==> config.mk <==
export PLATFORM = sky130hd
export DESIGN_NAME = avte_front
export DESIGN_NICKNAME = d
export VERILOG_FILES = /design/src/rtl/core/avte_pkg.sv /design/src/rtl/core/avte_front.sv
export SDC_FILE = /design/constraint.sdc
export NUM_CORES = 1
export LEC_CHECK = 0
export ABC_AREA = 1
export BUFFER_PORTS_ARGS = -buffer_cell sky130_fd_sc_hd__buf_2
export CORE_UTILIZATION = 35
export CTS_BUF_LIST = sky130_fd_sc_hd__clkbuf_8 sky130_fd_sc_hd__clkbuf_16
export CTS_CLUSTER_SIZE = 8
export DETAILED_ROUTE_END_ITERATION = 10
export PLACE_DENSITY = 0.6
export SETUP_SLACK_MARGIN = 0.1
export SLEW_MARGIN = 20
export SYNTH_ARGS = -nofsm -noshare
export SYNTH_HDL_FRONTEND = slang
export SYNTH_SLANG_ARGS = --single-unit
==> constraint.sdc <==
create_clock -name clk -period 8.9 [get_ports clk]
set_input_delay 1.78 -clock clk [delete_from_list [all_inputs] [get_ports clk]]
set_output_delay 1.78 -clock clk [all_outputs]
set_load 0.01 [all_outputs]
==> src/rtl/core/avte_pkg.sv <==
// ----------------------------------------------------------------------------
// avte_pkg
// shared types, op codes and parameters for the vertex transform engine
// ----------------------------------------------------------------------------
package avte_pkg;
  localparam int FRAC_BITS_DEF = 16;
  localparam int QDEPTH = 2;

  localparam logic [2:0] OP_WR_CUR  = 3'd0;
  localparam logic [2:0] OP_WR_PEND = 3'd1;
  localparam logic [2:0] OP_IDENT   = 3'd2;
  localparam logic [2:0] OP_CONCAT  = 3'd3;
  localparam logic [2:0] OP_XFORM   = 3'd4;
  localparam logic [2:0] OP_NOP     = 3'd5;

  typedef struct packed {
    logic [2:0]         op;
    logic [3:0]         idx;
    logic signed [31:0] val;
    logic signed [31:0] px;
    logic signed [31:0] py;
    logic signed [31:0] pz;
  } cmd_t;
endpackage

==> src/rtl/core/avte_front.sv <==
// ----------------------------------------------------------------------------
// avte_front
// takes commands, folds undefined ops to a no-op, holds a two-entry queue
// ----------------------------------------------------------------------------
module avte_front import avte_pkg::*; (
  input  logic clk,
  input  logic rst_n,
  input  logic start,
  input  cmd_t in_cmd,
  output logic full,
  output logic q_valid,
  output cmd_t q_cmd,
  input  logic q_pop
);
  cmd_t       mem_r [QDEPTH];
  logic       wp_r, rp_r;
  logic [1:0] cnt_r;
  logic       push;
  cmd_t       cls;

  assign full    = (cnt_r == 2'(QDEPTH));
  assign q_valid = (cnt_r != 2'd0);
  assign q_cmd   = mem_r[rp_r];
  assign push    = start && !full;

  always_comb begin
    cls = in_cmd;
    if (in_cmd.op > OP_XFORM) cls.op = OP_NOP;
  end

  always_ff @(posedge clk) begin
    if (push) mem_r[wp_r] <= cls;
    if (!rst_n) begin
      wp_r <= 1'b0; rp_r <= 1'b0; cnt_r <= 2'd0;
    end else begin
      if (push) wp_r <= ~wp_r;
      if (q_pop) rp_r <= ~rp_r;
      cnt_r <= cnt_r + 2'(push) - 2'(q_pop);
    end
  end
endmodule

== Word-level counts from Yosys, hierarchy flattened ==
Memories as Yosys holds them, arrays and structs flattened. A register that Yosys moved wholly into a read port is not among the register bits.
Cells that the tools add are included.
Storage, ports and cells
  register bits: 4
  memory bits (writable): 270
  input bits: 139
  output and inout port bits: 137
  word-level logic and storage cells: 18
  memories kept: 1
Operators by class
  add/sub/neg operators: 2
  magnitude comparators: 1
  equal/unequal tests: 1
  muxes and demuxes: 5
  bitwise gates (word level): 2
  reductions and logical operators: 3
Memories
  mem_r: depth 2, bits a word 135, read ports 1, clocked after memory_dff 1, wr ports 1, line avte_front.sv:15  | cmd_t mem_r [QDEPTH];
Operators by type and width (count)
  two-way mux 1 bit: 4
  > comparator 3 bit (second input constant): 1
  two-way mux 3 bit: 1
  adder 2 x 1 -> 2 bit: 1
  == test 2 bit (second input constant): 1
  inverter 1 bit: 2
  nonzero test 2 bit: 1
  subtractor 2 x 1 -> 2 bit: 1
  logical AND 1 bit: 1
  logical NOT 1 bit: 1

== Depth between registers and ports, before layout ==
  depth after elaboration: 5
  gate-level depth with buffers: 11
  gate-level depth less buffers: 11

== Least setup slack after synthesis ==
No wires, ideal clock.
  kind: input-to-reg
  start point: input start
  end point: memory mem_r[0][0] in the netlist's numbering, enable pin
  data arrival time: 7.456 ns
  data required time: 8.270 ns
  setup slack: 0.814 ns
  stages: 2
  path through: nand2_1 -> nor2_1
Between the ends
  word-level cells in the longest chain between the ends: 3
Ends and longest elaborated chain
  from (decl): line avte_front.sv:8  | input logic start,
  logical AND 1 bit: line avte_front.sv:24  | assign push = start && !full;
  two-way mux 1 bit: line avte_front.sv:32  | if (push) mem_r[wp_r] <= cls;
  two-way mux 1 bit (not written as such): line avte_front.sv:32
  to (decl): line avte_front.sv:15
Every way passes these cells.

==> results.toml <==
[floorplan]
die-area_mm2 = 0.0298
core_area_mm2 = 0.0287
pin_count = 276
num_rows = 62
die_h_um = 173
die_width_um = 173
start_util_pct = 35.5

[synthesis]
yosys_warnings = 0
syn_inst = 462
synth.distinct_cells = 13
syn_nets = 603
yosysSeqAreaShare_pct = 80.5
syn_avg_cell_area_um2 = 22.1
ys_ff_latch = 275
syn_area_mm2 = 0.0102

[clock_network]
clock_latency_ps = 510
clockBufferDepth = 3
postCtsResizedCells = 0
cts_tree = "built"
clk_pin_slew_ps = 50
clkSinkCount = 275
cts_hold_buf = 0
cts_htree_levels = 2
cts_buffers = 40
post_cts_buffers = 0
cts_root_buf = "clkbuf_16"

[grt]
antenna_found_initial = 1
grt_max_degree = 79
grt_pass1_wl_um = 29300
gr-usage-all-layers_pct = 12.7
grt_pass1_vias = 5289
grt_overflow = 0

[routing]
wl_met1_um = 8410
dr_wl_met2_um = 8960
wl_per_cell_um = 16.4
detail_route.drc_violations = 0
viasPerCell = 4.46
drt_first_iter_violations = 246
antenna_left = 0
firstDrtPassIters = 4
routed-via-count = 5253
wl_um = 19300
highest_layer = "met4"
met3_length_um = 1540

[setup_path]
critPathCaptureType = "primary output"
cp_slowest_cell = "buf_4"
cp-start-kind = "flop"
worstPathCellList = "buf_4 > mux2_2 > buf_2"
critPathArrivalTime_ps = 2490
cp.depth = 3
crit_fanout = 64
cp_top_family = "buffers and inverters"
crit_required_ps = 7120
cp.buffers_inverters = 2
r2r.worst_path.cells = 5
crit_type = "flop to primary output"
slowest_delay_ps = 750

[sta]
min_period_over_period_pct = 48.0
hold_viol_final = 0
fin_skew_ps = 16.9
layout_min_cycle_time_ps = 4270
slew_headroom_pct = 37.2
whs_ps = 497
max_freq_ghz = 0.234
rsz0062_at_grt = "no"
final.setup.tns_ps = 0
tightest_slew_ps = 942
slew_violations = 0
setup_viol = 0

[power_and_ir_drop]
power_density_mw_per_mm2 = 250
irDropWorstVdd_mv = 0.134
p_leak_nw = 5.13

[place]
dp_hpwl_um = 12200
place.port_buffers = 275
gp_congestion = 0.701
placed_area_mm2 = 0.0120
dpl.cell_count = 1110

[final_layout]
layoutNonFillerInstCount = 1177
drive_gt1_share_pct = 58.4
fin_nets = 909
fin_area_mm2 = 0.0132
syn2layout_area_growth_pct = 29.0

[hold_path]
worstHoldPathType = "flop to flop"
holdPathStages = 2

[run]
cap_violations = 0

[status]
status = "completed"
-- power breakdown --
group          total (mW)  switching, mW  internal [mW]  leakage [nW]
registers            1.58         0.0251           1.56          2.56
logic               0.361          0.198          0.163          1.93
clock network        1.35          0.506          0.844         0.640
-- worst min-delay path, cell delays in order, from the launching register on --
cell     delay (ps)
dfxtp_1         320
nor2_1           60
nor2_1           80
-- worst paths after layout --
kind | slack [ps] | end | from
max reg2reg | 6430 | mem_r[1][93] | cnt_r[0]
min reg2reg | 500 | rp_r | rp_r
max | 4630 | q_cmd[61] | flop
min | 500 | rp_r | rp_r
-- routing by layer --
metal,GRT usage (%),vias up
met5,0,-
met4,4.31,0
met3,4.60,36
met2,20.0,215
li1,-,2429
met1,16.2,2573
-- layout by cell type (no fill, tap or decap), drive strengths merged --
cell type and count:
edfxtp 270, clkbuf 43, clkinv 2, mux2 135
ha 2, buf 280, nor2 6, diode 2
nand3 2, dfxtp 5, a21oi 3, nand2 13
inv 30
-- final cells by class --
type                       instances  area [um2]
antenna                            2        5.00
clock buffer                      43        1060
clock inverter                    22        95.1
fill                            2531       15600
inverter                          10        42.5
multi-input combinational        161        1840
sequential                       275        8210
tap                              384         480
timing repair buffer             280        1410
-- cell families after synthesis --
logic type | after synthesis | synth area share (%)
buffers and inverters | 26 | 1.57
adder cells (fa/ha/maj) | 2 | 0.245
AO/OA/AOI/OAI | 3 | 0.147
flip-flops | 275 | 80.5
AND/OR/NAND/NOR | 21 | 0.798
multiplexers | 135 | 16.7
-- synth_stat cells --
cell	instances	area, um2
nand2_1	13	48.8
ha_1	2	25.0
nand3_1	2	10.0
clkbuf_1	1	3.75
buf_6	7	78.8
edfxtp_1	270	8110
a21oi_1	3	15.0
mux2_2	85	957
buf_2	8	40.0
nor2_1	6	22.5
inv_1	10	37.5
dfxtp_1	5	100
mux2_4	50	751
-- flip-flops by register name, indices dropped and copies added, names as in the netlist, named ones only --
name / count
rp_r: 1
wp_r: 1
mem_r: 270
cnt_r: 2
-- metrics by stage --
stage | setup WS [ps] | total power, mW | util [%]
floorplan | 814 | 1.84 | -
global placement | 4990 | 1.97 | 41.8
detailed placement | 5000 | 1.98 | 41.8
CTS | 4560 | 3.34 | 45.8
global route | 4480 | 3.43 | 45.8
finish | 4630 | 3.29 | 45.8
Note: power is estimated with default switching activity, not from simulation.
